==> src/sfc_pkg.sv <==
package sfc_pkg;

  localparam int unsigned MAX_PAYLOAD_DEF = 16;
  localparam int unsigned HDR_LEN = 6;
  localparam logic [15:0] START_WORD = 16'hA3A4;
  localparam logic [7:0] SEED_OFFSET = 8'h32;
  localparam logic [7:0] CRC_POLY_REFL = 8'h8C;

  typedef enum logic [2:0] {
    ST_OK           = 3'd0,
    ST_SHORT        = 3'd1,
    ST_CRC          = 3'd2,
    ST_START_WORD   = 3'd3,
    ST_LEN_BIG      = 3'd4,
    ST_KEY          = 3'd5,
    ST_LEN_MISMATCH = 3'd6
  } frame_status_e;

  typedef enum logic [1:0] {
    S_IDLE = 2'b01,
    S_EMIT = 2'b10
  } ctrl_state_e;

  typedef struct packed {
    frame_status_e status;
    logic [7:0]    key;
    logic [7:0]    cmd;
    logic [7:0]    seed;
    logic [7:0]    len;
  } verdict_t;

  function automatic logic [7:0] crc8_maxim_byte(logic [7:0] crc, logic [7:0] b);
    logic [7:0] c;
    c = crc ^ b;
    for (int i = 0; i < 8; i++) begin
      if (c[0]) begin
        c = (c >> 1) ^ CRC_POLY_REFL;
      end else begin
        c = c >> 1;
      end
    end
    return c;
  endfunction

endpackage

==> src/sfc_in_if.sv <==
interface sfc_in_if;
  logic       valid;
  logic       ready;
  logic [7:0] rx_byte;
  logic       frame_end;

  modport source (output valid, output rx_byte, output frame_end, input ready);
  modport sink (input valid, input rx_byte, input frame_end, output ready);
endinterface

==> src/sfc_out_if.sv <==
interface sfc_out_if import sfc_pkg::*; ();
  logic          valid;
  logic          ready;
  logic          is_payload;
  logic [7:0]    value;
  frame_status_e frame_status;
  logic [7:0]    frame_key;
  logic [4:0]    payload_len;
  logic          last;

  modport source (output valid, output is_payload, output value, output frame_status,
                  output frame_key, output payload_len, output last, input ready);
  modport sink (input valid, input is_payload, input value, input frame_status,
                input frame_key, input payload_len, input last, output ready);
endinterface

==> src/sfc_pld_cell.sv <==
module sfc_pld_cell (
  input  logic       clk_i,
  input  logic       load_i,
  input  logic [7:0] load_data_i,
  input  logic       shift_i,
  input  logic [7:0] shift_data_i,
  output logic [7:0] data_o
);

  logic [7:0] data_q;

  always_ff @(posedge clk_i) begin
    if (load_i) begin
      data_q <= load_data_i;
    end else if (shift_i) begin
      data_q <= shift_data_i;
    end
  end

  assign data_o = data_q;

endmodule

==> src/sfc_frame_check.sv <==
module sfc_frame_check import sfc_pkg::*; #(
  parameter int unsigned MAX_PAYLOAD = MAX_PAYLOAD_DEF,
  localparam int unsigned MAX_FRAME = 7 + MAX_PAYLOAD,
  localparam int unsigned POS_W = $clog2(MAX_FRAME + 1)
) (
  input  logic             clk_i,
  input  logic             rst_ni,
  input  logic             accept_i,
  input  logic [7:0]       rx_byte_i,
  input  logic             frame_end_i,
  input  logic [7:0]       session_key_i,
  output logic [POS_W-1:0] pos_o,
  output verdict_t         verdict_o
);

  localparam int unsigned LW = ((POS_W > 8) ? POS_W : 8) + 1;

  logic [POS_W-1:0] pos_q;
  logic [7:0]       crc_q;
  logic             ovr_q;
  logic [7:0]       hdr_q [HDR_LEN];

  logic             at_max;
  logic             ovr_now;
  logic [LW-1:0]    flen;
  logic [LW-1:0]    flen_exp;
  logic [7:0]       seed;
  logic [7:0]       key;

  assign at_max = (pos_q >= POS_W'(MAX_FRAME));

  always_ff @(posedge clk_i or negedge rst_ni) begin
    if (!rst_ni) begin
      pos_q <= '0;
      crc_q <= '0;
      ovr_q <= 1'b0;
    end else if (accept_i) begin
      if (frame_end_i) begin
        pos_q <= '0;
        crc_q <= '0;
        ovr_q <= 1'b0;
      end else begin
        crc_q <= crc8_maxim_byte(crc_q, rx_byte_i);
        if (at_max) begin
          ovr_q <= 1'b1;
        end else begin
          pos_q <= pos_q + POS_W'(1);
        end
      end
    end
  end

  always_ff @(posedge clk_i) begin
    if (accept_i && (pos_q < POS_W'(HDR_LEN))) begin
      hdr_q[pos_q[2:0]] <= rx_byte_i;
    end
  end

  assign ovr_now  = ovr_q || at_max;
  assign flen     = LW'(pos_q) + LW'(1);
  assign flen_exp = LW'(hdr_q[2]) + LW'(7);
  assign seed     = hdr_q[3] - SEED_OFFSET;
  assign key      = hdr_q[4] ^ seed;

  always_comb begin
    verdict_o.seed = seed;
    verdict_o.cmd  = hdr_q[5] ^ seed;
    verdict_o.len  = hdr_q[2];
    verdict_o.key  = key;
    if (!ovr_now && (pos_q <= POS_W'(6))) begin
      verdict_o.status = ST_SHORT;
      verdict_o.key    = '0;
    end else if (rx_byte_i != crc_q) begin
      verdict_o.status = ST_CRC;
    end else if ({hdr_q[0], hdr_q[1]} != START_WORD) begin
      verdict_o.status = ST_START_WORD;
    end else if (hdr_q[2] > 8'(MAX_PAYLOAD)) begin
      verdict_o.status = ST_LEN_BIG;
    end else if (ovr_now || (flen != flen_exp)) begin
      verdict_o.status = ST_LEN_MISMATCH;
    end else if ((session_key_i != '0) && (key != session_key_i)) begin
      verdict_o.status = ST_KEY;
    end else begin
      verdict_o.status = ST_OK;
    end
  end

  assign pos_o = pos_q;

endmodule

==> src/scrambled_frame_checker_crc8_top.sv <==
// channel   dir  handshake     payload
// rx_ch     in   valid/ready   rx_byte, frame_end
// res_ch    out  valid/ready   is_payload, value, frame_status, frame_key, payload_len, last
// cfg       in   cfg_we_i      cfg_wdata_i (session key)
//
// one byte is taken per cycle when idle and not stalled; a non-final byte gives no item
// the final byte gives a status item and, on a good frame, one item per payload
// byte, one per cycle while the output is not stalled, shifted out of the payload
// cell chain; input waits until the chain has drained into the output register;
// reset clears position, crc, overrun flag and output valid, no clearing pass;
// a stalled output register holds all input off
module scrambled_frame_checker_crc8_top import sfc_pkg::*; #(
  parameter int unsigned MAX_PAYLOAD = MAX_PAYLOAD_DEF
) (
  input  logic       clk_i,
  input  logic       rst_ni,
  input  logic       cfg_we_i,
  input  logic [7:0] cfg_wdata_i,
  sfc_in_if.sink     rx_ch,
  sfc_out_if.source  res_ch
);

  localparam int unsigned MAX_FRAME = 7 + MAX_PAYLOAD;
  localparam int unsigned POS_W = $clog2(MAX_FRAME + 1);
  localparam int unsigned CNT_W = $clog2(MAX_PAYLOAD + 1);

  ctrl_state_e      state_q;
  logic [CNT_W-1:0] cnt_q;
  logic             out_valid_q;
  logic             out_isp_q;
  logic [7:0]       out_val_q;
  frame_status_e    out_st_q;
  logic [7:0]       out_key_q;
  logic [4:0]       out_len_q;
  logic             out_last_q;
  logic [7:0]       seed_q;
  logic [7:0]       key_q;
  logic [4:0]       len_q;
  logic [7:0]       session_key_q;

  logic             rx_fire;
  logic             res_fire;
  logic             out_free;
  logic             end_fire;
  logic             drain;
  logic             frame_ok;
  logic [POS_W-1:0] pos;
  verdict_t         verdict;
  logic [7:0]       cell_data [MAX_PAYLOAD];

  assign out_free = !out_valid_q || res_ch.ready;
  assign rx_ch.ready = (state_q == S_IDLE) && out_free;
  assign rx_fire  = rx_ch.valid && rx_ch.ready;
  assign res_fire = out_valid_q && res_ch.ready;
  assign end_fire = rx_fire && rx_ch.frame_end;
  assign drain    = (state_q == S_EMIT) && out_free;
  assign frame_ok = (verdict.status == ST_OK);

  always_ff @(posedge clk_i or negedge rst_ni) begin
    if (!rst_ni) begin
      session_key_q <= '0;
    end else if (cfg_we_i) begin
      session_key_q <= cfg_wdata_i;
    end
  end

  sfc_frame_check #(
    .MAX_PAYLOAD (MAX_PAYLOAD)
  ) u_check (
    .clk_i         (clk_i),
    .rst_ni        (rst_ni),
    .accept_i      (rx_fire),
    .rx_byte_i     (rx_ch.rx_byte),
    .frame_end_i   (rx_ch.frame_end),
    .session_key_i (session_key_q),
    .pos_o         (pos),
    .verdict_o     (verdict)
  );

  for (genvar k = 0; k < MAX_PAYLOAD; k++) begin : g_cell
    logic [7:0] next_data;
    if (k == MAX_PAYLOAD - 1) begin : g_tail
      assign next_data = cell_data[k];
    end else begin : g_mid
      assign next_data = cell_data[k+1];
    end
    sfc_pld_cell u_cell (
      .clk_i        (clk_i),
      .load_i       (rx_fire && (pos == POS_W'(HDR_LEN + k))),
      .load_data_i  (rx_ch.rx_byte),
      .shift_i      (drain),
      .shift_data_i (next_data),
      .data_o       (cell_data[k])
    );
  end

  always_ff @(posedge clk_i or negedge rst_ni) begin
    if (!rst_ni) begin
      state_q     <= S_IDLE;
      cnt_q       <= '0;
      out_valid_q <= 1'b0;
    end else begin
      case (state_q)
        S_IDLE: begin
          if (end_fire) begin
            out_valid_q <= 1'b1;
            if (frame_ok && (verdict.len != '0)) begin
              state_q <= S_EMIT;
              cnt_q   <= verdict.len[CNT_W-1:0];
            end
          end else if (res_fire) begin
            out_valid_q <= 1'b0;
          end
        end
        S_EMIT: begin
          if (drain) begin
            out_valid_q <= 1'b1;
            cnt_q       <= cnt_q - CNT_W'(1);
            if (cnt_q == CNT_W'(1)) begin
              state_q <= S_IDLE;
            end
          end
        end
        default: begin
          state_q <= S_IDLE;
        end
      endcase
    end
  end

  always_ff @(posedge clk_i) begin
    if (end_fire) begin
      out_isp_q <= 1'b0;
      out_st_q  <= verdict.status;
      out_key_q <= verdict.key;
      seed_q    <= verdict.seed;
      key_q     <= verdict.key;
      len_q     <= verdict.len[4:0];
      if (frame_ok) begin
        out_val_q  <= verdict.cmd;
        out_len_q  <= verdict.len[4:0];
        out_last_q <= (verdict.len == '0);
      end else begin
        out_val_q  <= '0;
        out_len_q  <= '0;
        out_last_q <= 1'b1;
      end
    end else if (drain) begin
      out_isp_q  <= 1'b1;
      out_val_q  <= cell_data[0] ^ seed_q;
      out_st_q   <= ST_OK;
      out_key_q  <= key_q;
      out_len_q  <= len_q;
      out_last_q <= (cnt_q == CNT_W'(1));
    end
  end

  assign res_ch.valid        = out_valid_q;
  assign res_ch.is_payload   = out_isp_q;
  assign res_ch.value        = out_val_q;
  assign res_ch.frame_status = out_st_q;
  assign res_ch.frame_key    = out_key_q;
  assign res_ch.payload_len  = out_len_q;
  assign res_ch.last         = out_last_q;

  a_emit_has_item: assert property (@(posedge clk_i) disable iff (!rst_ni)
    (state_q == S_EMIT) |-> out_valid_q)
    else $error("payload drain without an item in the output register");

  a_cnt_matches_state: assert property (@(posedge clk_i) disable iff (!rst_ni)
    (state_q == S_EMIT) == (cnt_q != '0))
    else $error("payload count out of step with control state");

  a_error_is_last: assert property (@(posedge clk_i) disable iff (!rst_ni)
    (out_valid_q && (out_st_q != ST_OK)) |-> (out_last_q && !out_isp_q))
    else $error("error status item not marked last");

  a_no_input_while_drain: assert property (@(posedge clk_i) disable iff (!rst_ni)
    (state_q == S_EMIT) |=> !$past(rx_fire))
    else $error("byte taken while payload drains");

endmodule
==> src/flat_wrapper.sv <==
// flat-port wrapper written by rule: the top's interface ports become plain ports
module scrambled_frame_checker_crc8_top_flat import sfc_pkg::*;
#(
  parameter int unsigned MAX_PAYLOAD = MAX_PAYLOAD_DEF
)
  (clk_i, rst_ni, cfg_we_i, cfg_wdata_i, rx_ch_valid, rx_ch_rx_byte, rx_ch_frame_end, rx_ch_ready, res_ch_valid, res_ch_is_payload, res_ch_value, res_ch_frame_status, res_ch_frame_key, res_ch_payload_len, res_ch_last, res_ch_ready);
  sfc_in_if rx_ch_i ();
  sfc_out_if res_ch_i ();
  input  logic clk_i;
  input  logic rst_ni;
  input  logic cfg_we_i;
  input  logic [7:0] cfg_wdata_i;
  input wire logic [$bits(rx_ch_i.valid)-1:0] rx_ch_valid;
  input wire logic [$bits(rx_ch_i.rx_byte)-1:0] rx_ch_rx_byte;
  input wire logic [$bits(rx_ch_i.frame_end)-1:0] rx_ch_frame_end;
  output wire logic [$bits(rx_ch_i.ready)-1:0] rx_ch_ready;
  output wire logic [$bits(res_ch_i.valid)-1:0] res_ch_valid;
  output wire logic [$bits(res_ch_i.is_payload)-1:0] res_ch_is_payload;
  output wire logic [$bits(res_ch_i.value)-1:0] res_ch_value;
  output wire logic [$bits(res_ch_i.frame_status)-1:0] res_ch_frame_status;
  output wire logic [$bits(res_ch_i.frame_key)-1:0] res_ch_frame_key;
  output wire logic [$bits(res_ch_i.payload_len)-1:0] res_ch_payload_len;
  output wire logic [$bits(res_ch_i.last)-1:0] res_ch_last;
  input wire logic [$bits(res_ch_i.ready)-1:0] res_ch_ready;
  assign rx_ch_i.valid = rx_ch_valid;
  assign rx_ch_i.rx_byte = rx_ch_rx_byte;
  assign rx_ch_i.frame_end = rx_ch_frame_end;
  assign rx_ch_ready = rx_ch_i.ready;
  assign res_ch_valid = res_ch_i.valid;
  assign res_ch_is_payload = res_ch_i.is_payload;
  assign res_ch_value = res_ch_i.value;
  assign res_ch_frame_status = res_ch_i.frame_status;
  assign res_ch_frame_key = res_ch_i.frame_key;
  assign res_ch_payload_len = res_ch_i.payload_len;
  assign res_ch_last = res_ch_i.last;
  assign res_ch_i.ready = res_ch_ready;
  scrambled_frame_checker_crc8_top #(.MAX_PAYLOAD(MAX_PAYLOAD)) u_core (.clk_i(clk_i), .rst_ni(rst_ni), .cfg_we_i(cfg_we_i), .cfg_wdata_i(cfg_wdata_i), .rx_ch(rx_ch_i), .res_ch(res_ch_i));
endmodule
==> config.mk <==
export PLATFORM = sky130hd
export DESIGN_NAME = scrambled_frame_checker_crc8_top_flat
export DESIGN_NICKNAME = d
export VERILOG_FILES = /design/src/sfc_pkg.sv /design/src/sfc_in_if.sv /design/src/sfc_out_if.sv /design/src/sfc_pld_cell.sv /design/src/sfc_frame_check.sv /design/src/scrambled_frame_checker_crc8_top.sv /design/src/flat_wrapper.sv
export SDC_FILE = /design/constraint.sdc
export NUM_CORES = 1
export LEC_CHECK = 0
export ABC_CLOCK_PERIOD_IN_PS = 4400
export BUFFER_PORTS_ARGS = -buffer_cell sky130_fd_sc_hd__buf_2
export CAP_MARGIN = 20
export CORE_UTILIZATION = 60
export DETAILED_ROUTE_END_ITERATION = 10
export PLACE_DENSITY = 0.76
export SYNTH_ARGS = -nofsm -noshare
export SYNTH_HDL_FRONTEND = slang
export SYNTH_SLANG_ARGS = --single-unit
export TNS_END_PERCENT = 5
==> constraint.sdc <==
create_clock -name clk_i -period 4.4 [get_ports clk_i]
set_input_delay 0.22 -clock clk_i [delete_from_list [all_inputs] [get_ports clk_i]]
set_output_delay 0.22 -clock clk_i [all_outputs]
set_load 0.01 [all_outputs]
### Yosys cells after proc, flatten, opt, wreduce, memory -nomap -nowiden

Memory sizes are Yosys's and may differ from the RTL's.
Cells that the tools add are included.

* register bits: 205
* output and inout bits: 28
* input port bits: 22
* bits in writable memories: 48
* memories kept: 1
* word-level logic and storage cells: 232

* add/subtract/negate cells: 5
* equality and inequality tests: 29
* bitwise gates (word level): 12
* reductions and logical operators: 57
* multiplexer cells: 92
* $lt $le $gt $ge: 4

Memories
* u_core.u_check.hdr_q: words 6, bits a word 8, rd ports 6, clocked after memory_dff 0, wr ports 1, RTL line sfc_frame_check.sv:21 `logic [7:0] hdr_q [HDR_LEN];`

Operators with widths (number)
* $mux 8: 59
* $eq 5x4->1 const B: 8
* $mux 5: 8
* $reduce_bool 2->1: 18
* $xor 8x8->8: 4
* $eq 5x5->1 const B: 6
* $logic_and 1x1->1: 25
* $mux 3: 8
* $not 2->3: 8
* $ne 16x16->1 const B: 1
* $ne 8x8->1: 2
* $reduce_bool 8->1: 2
* $eq 5x3->1 const B: 2
* $mux 1: 10
* $pmux 5 s2: 1
* $add 8x3->9 const B: 1
* $ne 6x9->1: 1
* $gt 8x5->1 const B: 1
* $logic_not 8->1: 1
* $mux 2: 4
* $reduce_and 4->1: 2
* $sub 8x6->8 const B: 1
* $add 5x1->6 const B: 1
* $ne 2x2->1 const B: 3
* 17 further kinds: 22

### Logic depth before layout (Yosys ltp)

Gate-level depths: netlist (run 1).

* depth in word-level cells: 32
* gate-level depth with buffers: 13

### By module

A second synthesis (run 1) with hierarchy kept.

* cells, all modules: 772
* area total of the unflattened synthesis: 12091.6 µm²

Modules (own cells, without submodules)
* sfc_pld_cell: times used 16, cells each 18, area an instance 377.9 µm²
* sfc_frame_check: times used 1, cells each 249, area an instance 3219.3 µm²
* scrambled_frame_checker_crc8_top: times used 1, cells each 235, area an instance 2826.5 µm²

### Worst setup path after synthesis (run 1)

OpenSTA, ideal clock, no wires.

* path type: reg2reg
* start: memory u_core.u_check.hdr_q[3][1]
* end: register u_core.cnt_q[3]
* required time: 4.276 ns
* stages on the path, launching flop included: 11
* path buffers: 0
* data arrival time: 2.973 ns
* setup slack: 1.303 ns
* cell sequence: edfxtp_1 inv_1 ha_1 xnor3_1 xor2_1 nand4_1 or3_1 or4_4 a2111oi_4 nor3b_1 a211o_2

RTL lines
* start: declaration: RTL line sfc_frame_check.sv:21
* end signal: assignment: RTL line scrambled_frame_checker_crc8_top.sv:109 `cnt_q <= verdict.len[CNT_W-1:0];`
* end signal: assignment: RTL line scrambled_frame_checker_crc8_top.sv:118 `cnt_q <= cnt_q - CNT_W'(1);`
* end: declaration: RTL line scrambled_frame_checker_crc8_top.sv:28 `logic [CNT_W-1:0] cnt_q;`

==> metrics.md, run 1 <==
| Metric | Value |
|---|---|
| Xor/xnor share of the synthesized area | `0.0522` |
| Mux share of post-synthesis cell area | `0.132` |
| FF+latch area | `0.00744 mm²` |
| Dominant synthesized flop cell | `sky130_fd_sc_hd__edfxtp_1` |
| Mapped Nets | `just over 800` |
| Sequential share of the synthesized area | `0.656` |
| Critical Path Max Stage Delay | `between 500 and 600 ps` |
| Setup repair after global routing missed its margin | `false` |
| Critical path data arrival time | `roughly 3900 ps` |
| Asr flop ratio synth | `0.119` |
| Static leakage | `4.60 nW` |
| Synth area leaders | `sky130_fd_sc_hd__edfxtp_1 59%, sky130_fd_sc_hd__mux2_2 13%, sky130_fd_sc_hd__dfrtp_1 6.4%` |
| Signed area change from the synthesized netlist to the final layout | `12.5%` |
| Tightest Pin Transition | `between 1000 and 1500 ps` |
| Critical Path End | `u_core.res_ch.payload_len[4]` |
| Number of storage elements in the synthesis netlist | `between 200 and 300` |
| Data required, critical path | `between 4000 and 5000 ps` |
| Final period demand of the worst path | `between 3000 and 4000 ps` |
| Number of buffers created by CTS | `26` |
| WP buf/inv | `1` |
| Syn. warnings | `0` |
| Post-synth EDFFs | `roughly 220` |
| Vias | `roughly 6500` |
| CP startpoint kind | `register` |
| Power share of the combinational group | `0.171` |
| Post-layout instance count excluding filler cells | `1092` |
| Number of inserted filler cells in the final layout | `1240` |
| Highest-delay cell along the critical path | `sky130_fd_sc_hd__or4_4` |
| Netlist Area Pre-Place | `about 0.011 mm²` |
| # IOs | `50` |
| Combinational family with the most area after synthesis | `multiplexers` |
| Final-report max-slew violation count | `0` |
| Mean number of vias per cell | `5.98` |
| Share of cells above drive strength 1 | `0.270` |
| Die area | `between 0.015 and 0.02 mm²` |
| Worst Skew | `between 7 and 8 ps` |
| Longest Clk Path Bufs | `3` |
| Psw | `1.66 mW` |
| MaxCap Viol Count | `0` |
| Placed wire-length estimate | `between 10000 and 15000 µm` |
| Critical Path Source | `u_core.u_check.hdr_q[3][1]` |
| Maximum number of pins on one net before global-route repair | `31` |
| Kind of critical path | `reg2reg` |
| Fraction of power consumed by sequential logic | `0.481` |
| Diodes inserted | `0` |
| Last weighted congestion value of the routability-driven placer | `between 0.9 and 1` |
| Area of the multi-input gates | `about 0.0037 mm²` |
| # port buffers | `49` |
| Accumulated negative setup slack | `0 ps` |
| Gate count after technology mapping | `between 700 and 800` |
| Final instance area | `~0.013 mm²` |
| DRC errors left | `0` |
| Worst Reg-to-Reg Cells | `10` |
| Starting Density | `0.621` |
| Total power divided by cell area | `497 mW/mm²` |
| Launch instance of the worst register-to-register path | `u_core.u_check.hdr_q[3][1]` |
| Total wirelength of the detailed-routed design | `21700 µm` |
| TritonCTS Sinks | `about 250` |
| Final antenna-violating net count | `0` |
| Cell taking the most area after synthesis | `sky130_fd_sc_hd__edfxtp_1` |
| Most common cell after layout, fill and taps aside | `sky130_fd_sc_hd__edfxtp_1` |
| Compound-Gate Fraction of Synth Area | `0.0484` |
| Setup violation total in the final timing report | `0` |
| Simple-Gate Fraction of Synth Area | `0.0796` |
| Via count of the first global-routing pass | `between 6000 and 7000` |
| DP Area | `approximately 0.012 mm²` |
| Post-route core utilization | `0.698` |
| Worst Setup End Kind | `register` |
| Worst Hold Class | `in2reg` |
| Post-route worst hold slack | `roughly 43 ps` |
| Overall fraction of global-route tracks in use | `0.232` |
| Number of nets in the layout | `approximately 880` |
| TritonCTS clock tree | `built` |
| Result of the run | `complete, no violations` |
| Number of search-and-repair iterations in the first detailed-routing pass | `5` |
| Share of the clock period used by the worst path after layout | `0.801` |
| Worst-path cell chain | `inv_1, ha_1, xnor3_1, xor2_1, nand4_1, or3_1, or4_4, nand2_1, nand3_1, o21ai_0` |
| Global-route wire length before repair | `between 30000 and 40000 µm` |
| Area share of the largest cell type after synthesis | `0.588` |
| Switching share of total power | `0.262` |
| Hold-critical path depth | `2` |
| Root buffer cell | `sky130_fd_sc_hd__clkbuf_16` |
| Maximum vdd drop | `~450 µV` |
| Synth cell types | `63` |
| Initial antenna violation count | `0` |
| Flop2flop setup slack | `just under 900 ps` |
| Endpoint of the worst register-to-register path | `u_core.res_ch.payload_len[4]` |
| Buffer count from post-CTS setup fixing | `0` |
| Core area | `roughly 0.018 mm²` |
| Chip width | `between 100 and 150 µm` |
| Achievable frequency | `between 0.2 and 0.3 GHz` |
| Final routed wire length divided by cell count | `roughly 20 µm` |
| Violation count after the first detailed-route iteration | `~430` |
| # H-tree levels | `1` |
| Most frequent cells in the layout | `222 x sky130_fd_sc_hd__edfxtp_1, 129 x sky130_fd_sc_hd__mux2_2, 72 x sky130_fd_sc_hd__nand2_1` |
| Latest clock arrival within the worst-skew pair | `about 520 ps` |
| Clk pwr share | `0.348` |
| CTS clock-pin slew for the worst setup and hold paths | `about 60 ps` |
| Placed insts | `1036` |
| Cell count along the critical path | `10` |
| Number of cell rows | `a little under 50` |
| Cell-internal power | `~4.7 mW` |
| Synthesized area per cell | `14.5 µm²` |
| Final Hold Vio Count | `0` |
| Max-slew headroom | `0.290` |
| Final global-route overflow total | `0` |
| Adder-cell area share of the yosys netlist | `0.0132` |
| Top delay family on crit path | `simple AND/OR/NAND/NOR gates` |
| Biggest fanout along the worst timing path | `13` |
| Die Height | `139 µm` |
-- metrics by stage --
stage,worst slack (ps),power (mW)
finish,873,6.34
global placement,1090,4.10
global route,615,6.59
floorplan,1300,3.85
detailed placement,911,4.17
CTS,878,6.36
-- what timing repair did --
item	CTS	global route
gates resized for setup	0	0
hold buffers	9	0
endpoints found under the hold margin	37	0
endpoints found under the setup margin	0	0
-- worst min path at each step --
stage / startpoint / end / slack, ps
after floorplan: rst_ni / u_core.cnt_q[0] / -80
after global placement: rst_ni / u_core.u_check.crc_q[3] / 290
after detailed placement: rst_ni / u_core.u_check.crc_q[3] / 310
after CTS: cfg_we_i / u_core.session_key_q[7] / 30
after global routing: cfg_we_i / u_core.session_key_q[7] / 80
final: cfg_we_i / u_core.session_key_q[7] / 40
-- flip-flops by register name, summed over array words and instances, names as in the netlist, 5 cells and up --
signal and count:
u_core.seed_q 8, u_core.key_q 8, u_core.g_cell.u_cell.data_o 128, u_core.session_key_q 8, u_core.len_q 5, u_core.u_check.pos_o 5, u_core.u_check.hdr_q 48, u_core.res_ch.frame_key 8
u_core.cnt_q 5, u_core.res_ch.value 8, u_core.u_check.crc_q 8, u_core.res_ch.payload_len 5
-- power groups by stage --
stage	sequential (mW)	clock [mW]	combinational (mW)
3_5_place_dp	3.09	0	1.07
3_3_place_gp	3.07	0	1.02
2_1_floorplan	3.07	0	0.779
6_report	3.05	2.21	1.09
5_1_grt	3.07	2.32	1.20
4_1_cts	3.05	2.23	1.09
-- area by class of cell --
cell class / count / share of cell area
Tap cell: 229 / 0.0225
Sequential cell: 253 / 0.583
Timing Repair Buffer: 67 / 0.0316
Clock inverter: 14 / 0.0129
Inverter: 23 / 0.00677
Clock buffer: 32 / 0.0544
Multi-Input combinational cell: 474 / 0.289
-- worst reg2reg max path, cell delays in order, from the launching register on --
cell and delay (ps):
sky130_fd_sc_hd__edfxtp_1 480, sky130_fd_sc_hd__inv_1 120, sky130_fd_sc_hd__ha_1 260, sky130_fd_sc_hd__xnor3_1 480
sky130_fd_sc_hd__xor2_1 150, sky130_fd_sc_hd__nand4_1 80, sky130_fd_sc_hd__or3_1 310, sky130_fd_sc_hd__or4_4 580
sky130_fd_sc_hd__nand2_1 140, sky130_fd_sc_hd__nand3_1 410, sky130_fd_sc_hd__o21ai_0 330
-- cells in the mapped netlist, types with 3 or more instances --
master / n
sky130_fd_sc_hd__clkbuf_1: 27
sky130_fd_sc_hd__edfxtp_1: 222
sky130_fd_sc_hd__nand2b_1: 7
sky130_fd_sc_hd__mux2i_1: 4
sky130_fd_sc_hd__nand3_1: 10
sky130_fd_sc_hd__nor2_1: 31
sky130_fd_sc_hd__dfrtp_1: 29
sky130_fd_sc_hd__inv_1: 23
sky130_fd_sc_hd__xor2_1: 22
sky130_fd_sc_hd__nor3_1: 10
sky130_fd_sc_hd__ha_1: 12
sky130_fd_sc_hd__mux2_2: 129
sky130_fd_sc_hd__and2_1: 7
sky130_fd_sc_hd__o21ai_0: 32
sky130_fd_sc_hd__or3_1: 5
sky130_fd_sc_hd__o22ai_1: 9
sky130_fd_sc_hd__nor4_1: 11
sky130_fd_sc_hd__a21oi_1: 9
sky130_fd_sc_hd__xnor2_1: 43
sky130_fd_sc_hd__nand4_1: 8
sky130_fd_sc_hd__nor2b_1: 5
sky130_fd_sc_hd__and3_1: 3
sky130_fd_sc_hd__nand2_1: 72
sky130_fd_sc_hd__buf_2: 3
sky130_fd_sc_hd__a21o_1: 5
-- metal layers --
layer  track usage  vias up  part of all wire
li1              -     3044                 -
met1         0.295     3263              0.43
met3        0.0310       52             0.036
met4        0.0795        0             0.029
met2         0.410      171              0.51
met5             0        -                 0
-- logic make-up (layout without fill, tap and decap cells) --
kind of cell,Yosys count,after routing
AO/OA/AOI/OAI,80,80
XOR/XNOR,66,66
adder cells (fa/ha/maj),12,12
buffers and inverters,54,136
flip-flops,253,253
multiplexers,133,133
AND/OR/NAND/NOR,183,183
No activity file was read; power rests on OpenSTA's default activity.
==> run 2, diff against run 1 <==
--- a/config.mk
+++ b/config.mk
@@ -5,7 +5,7 @@
 export SDC_FILE = /design/constraint.sdc
 export NUM_CORES = 1
 export LEC_CHECK = 0
-export ABC_CLOCK_PERIOD_IN_PS = 4400
+export ABC_CLOCK_PERIOD_IN_PS = 3600
 export BUFFER_PORTS_ARGS = -buffer_cell sky130_fd_sc_hd__buf_2
 export CAP_MARGIN = 20
 export CORE_UTILIZATION = 60
==> constraint.sdc (replaced) <==
create_clock -name clk_i -period 3.6 [get_ports clk_i]
set_input_delay 0.18 -clock clk_i [delete_from_list [all_inputs] [get_ports clk_i]]
set_output_delay 0.18 -clock clk_i [all_outputs]
set_load 0.01 [all_outputs]
==> run 2 against run 1 <==
  * Clock-buffer cell count shrank 2
  * Flip-flop and latch count stayed put
  * Sequential share of layout area down 0.47 points
  * Critical path type unchanged
  * Critical endpoint is now u_core.cnt_q[1]
==> metrics.md, run 2 (synthesis gave the netlist of run 1 again) <==
| Metric | Value |
|---|---|
| Power Total | `7.66 mW (+21%)` |
| Post-route core utilization | `0.704 (+0.00568)` |
| DRC errors left | `0 (unchanged)` |
| Final routed wire length divided by cell count | `20.1 µm (+0.84%)` |
| Area of the multi-input gates | `0.00369 mm² (+0.14%)` |
| Signed area change from the synthesized netlist to the final layout | `13.5%` |
| Share of cells above drive strength 1 | `0.281 (+0.0110)` |
| Initial antenna violation count | `0 (unchanged)` |
| Result of the run | `complete, no violations` |
| Vias | `6627 (+1.5%)` |
| Final global-route overflow total | `0 (unchanged)` |
| Violation count after the first detailed-route iteration | `494 (+15%)` |
| Number of search-and-repair iterations in the first detailed-routing pass | `5 (unchanged)` |
| Setup repair after global routing missed its margin | `false` |
| Buffer count from post-CTS setup fixing | `0 (unchanged)` |
| Final antenna-violating net count | `0 (unchanged)` |
| Worst Hold Class | `in2reg` |
| Global-route wire length before repair | `36200 µm (+3.3%)` |
| Max-slew headroom | `0.453 (+0.163)` |
| Maximum number of pins on one net before global-route repair | `31 (unchanged)` |
| Maximum vdd drop | `471 µV (+4.2%)` |
| Via count of the first global-routing pass | `6844 (+1.5%)` |
| Highest-delay cell along the critical path | `sky130_fd_sc_hd__or4_4` |
| Data required, critical path | `4040 ps (-700 ps)` |
| Number of flip-flops in the largest register | `128 (unchanged)` |
| Die Height | `139 µm (unchanged)` |
| Final period demand of the worst path | `3340 ps (-186 ps)` |
| Final Hold Vio Count | `0 (unchanged)` |
| Core area | `0.0183 mm² (unchanged)` |
| Placed wire-length estimate | `14800 µm (+2.2%)` |
| Starting Density | `0.621 (unchanged)` |
| Kind of critical path | `reg2reg` |
| Tightest Pin Transition | `820 ps (-243 ps)` |
| Critical Path Max Stage Delay | `580 ps (about the same)` |
| CP startpoint kind | `register` |
| Number of cell rows | `49 (unchanged)` |
| Last weighted congestion value of the routability-driven placer | `0.862 (-4.3%)` |
| Longest Clk Path Bufs | `3 (unchanged)` |
| Number of nets in the layout | `895 (+1.8%)` |
| Total wirelength of the detailed-routed design | `22200 µm (+2.3%)` |
| Placed insts | `1048 (+1.2%)` |
| # H-tree levels | `1 (unchanged)` |
| Final instance area | `0.0129 mm² (+0.81%)` |
| Critical path data arrival time | `3780 ps (-90 ps)` |
| MaxCap Viol Count | `0 (unchanged)` |
| Total power divided by cell area | `596 mW/mm² (+20%)` |
| Worst-path cell chain | `inv_1, ha_1, xnor3_1, xor2_1, nand4_1, or3_1, or4_4, a2111oi_4, or2_1, mux2i_1` |
| Setup violation total in the final timing report | `0 (unchanged)` |
| Diodes inserted | `0 (unchanged)` |
| Static leakage | `4.65 nW (+1.1%)` |
| Worst Setup End Kind | `register` |
| TritonCTS Sinks | `253 (unchanged)` |
| Most common cell after layout, fill and taps aside | `sky130_fd_sc_hd__edfxtp_1` |
| # IOs | `50 (unchanged)` |
| Final-report max-slew violation count | `0 (unchanged)` |
| DP Area | `0.0119 mm² (+0.87%)` |
| Die area | `0.0195 mm² (unchanged)` |
| Latest clock arrival within the worst-skew pair | `520 ps (about the same)` |
| Accumulated negative setup slack | `0 ps (unchanged)` |
| Number of inserted filler cells in the final layout | `1188 (-4.2%)` |
| Worst Skew | `20.5 ps (+13.3 ps)` |
| Post-layout instance count excluding filler cells | `1108 (+1.5%)` |
| Overall fraction of global-route tracks in use | `0.242 (+0.00950)` |
| Achievable frequency | `0.299 GHz (+5.6%)` |
| CTS clock-pin slew for the worst setup and hold paths | `60 ps (about the same)` |
| Root buffer cell | `sky130_fd_sc_hd__clkbuf_16` |
| Biggest fanout along the worst timing path | `5 (-8)` |
| FF+latch area | `0.00744 mm² (unchanged)` |
| # port buffers | `49 (unchanged)` |
| Most frequent cells in the layout | `222 x sky130_fd_sc_hd__edfxtp_1, 129 x sky130_fd_sc_hd__mux2_2, 72 x sky130_fd_sc_hd__nand2_1` |
| Number of buffers created by CTS | `25 (-3.8%)` |
| Chip width | `139 µm (unchanged)` |
| TritonCTS clock tree | `built` |
| Share of the clock period used by the worst path after layout | `0.928 (+0.126)` |
| Mean number of vias per cell | `5.98 (about the same)` |
run 2: final cells by class:
class,count,share of cell area
Sequential cell,253,0.578
Clock buffer,30,0.0509
Inverter,23,0.00671
Timing Repair Buffer,84,0.0432
Clock inverter,15,0.0118
Multi-Input combinational cell,474,0.287
Tap cell,229,0.0223
run 2: power breakdown:
group	internal, mW	switching [mW]
clock network	1.51	1.06
registers	3.54	0.161
logic	0.560	0.829
run 2: critical path: cells and delay by family, from the launching register on:
kind / cells / cell delay [ps]
and+or+nand+nor: 4 / 1300
xor gates and xnor gates: 2 / 600
DFF: 1 / 420
AOI/OAI and AO/OA: 1 / 360
muxes: 1 / 260
adders and majority gates: 1 / 240
buffers and inverters: 1 / 80
run 2: what timing repair did:
action                                  CTS  global route
hold buffers                             14             0
gates resized for setup                   0             1
endpoints found under the setup margin    0            10
hold endpoints to repair                 37             0
run 2: worst paths after layout:
kind / slack [ps] / end / depth (start not counted) / start
hold reg to reg: 480 / u_core.res_ch.is_payload / 2 / u_core.res_ch.is_payload
setup reg to reg: 260 / u_core.cnt_q[1] / 10 / u_core.u_check.hdr_q[3][2]
min in group asynchronous: 250 / u_core.u_check.crc_q[1] / 2 / rst_ni
max in group asynchronous: 2890 / u_core.u_check.crc_q[4] / 2 / rst_ni
setup / recovery: 260 / u_core.cnt_q[1] / 10 / u_core.u_check.hdr_q[3][2]
hold / removal: 70 / u_core.session_key_q[0] / 2 / cfg_we_i
run 2: metal layers:
metal / global-route usage / vias up / wire [µm]
met5: 0 / - / 0
met4: 0.0608 / 0 / 359
met3: 0.0379 / 35 / 1060
met2: 0.421 / 178 / 11500
met1: 0.318 / 3337 / 9350
li1: - / 3077 / -
run 2: per-stage QoR:
stage / worst slack, ps / hold slack [ps]
3_3_place_gp: 322 / 254
5_1_grt: 59.6 / 64.1
4_1_cts: 237 / 48.4
6_report: 260 / 68.5
2_1_floorplan: 503 / -116
3_5_place_dp: 254 / 275
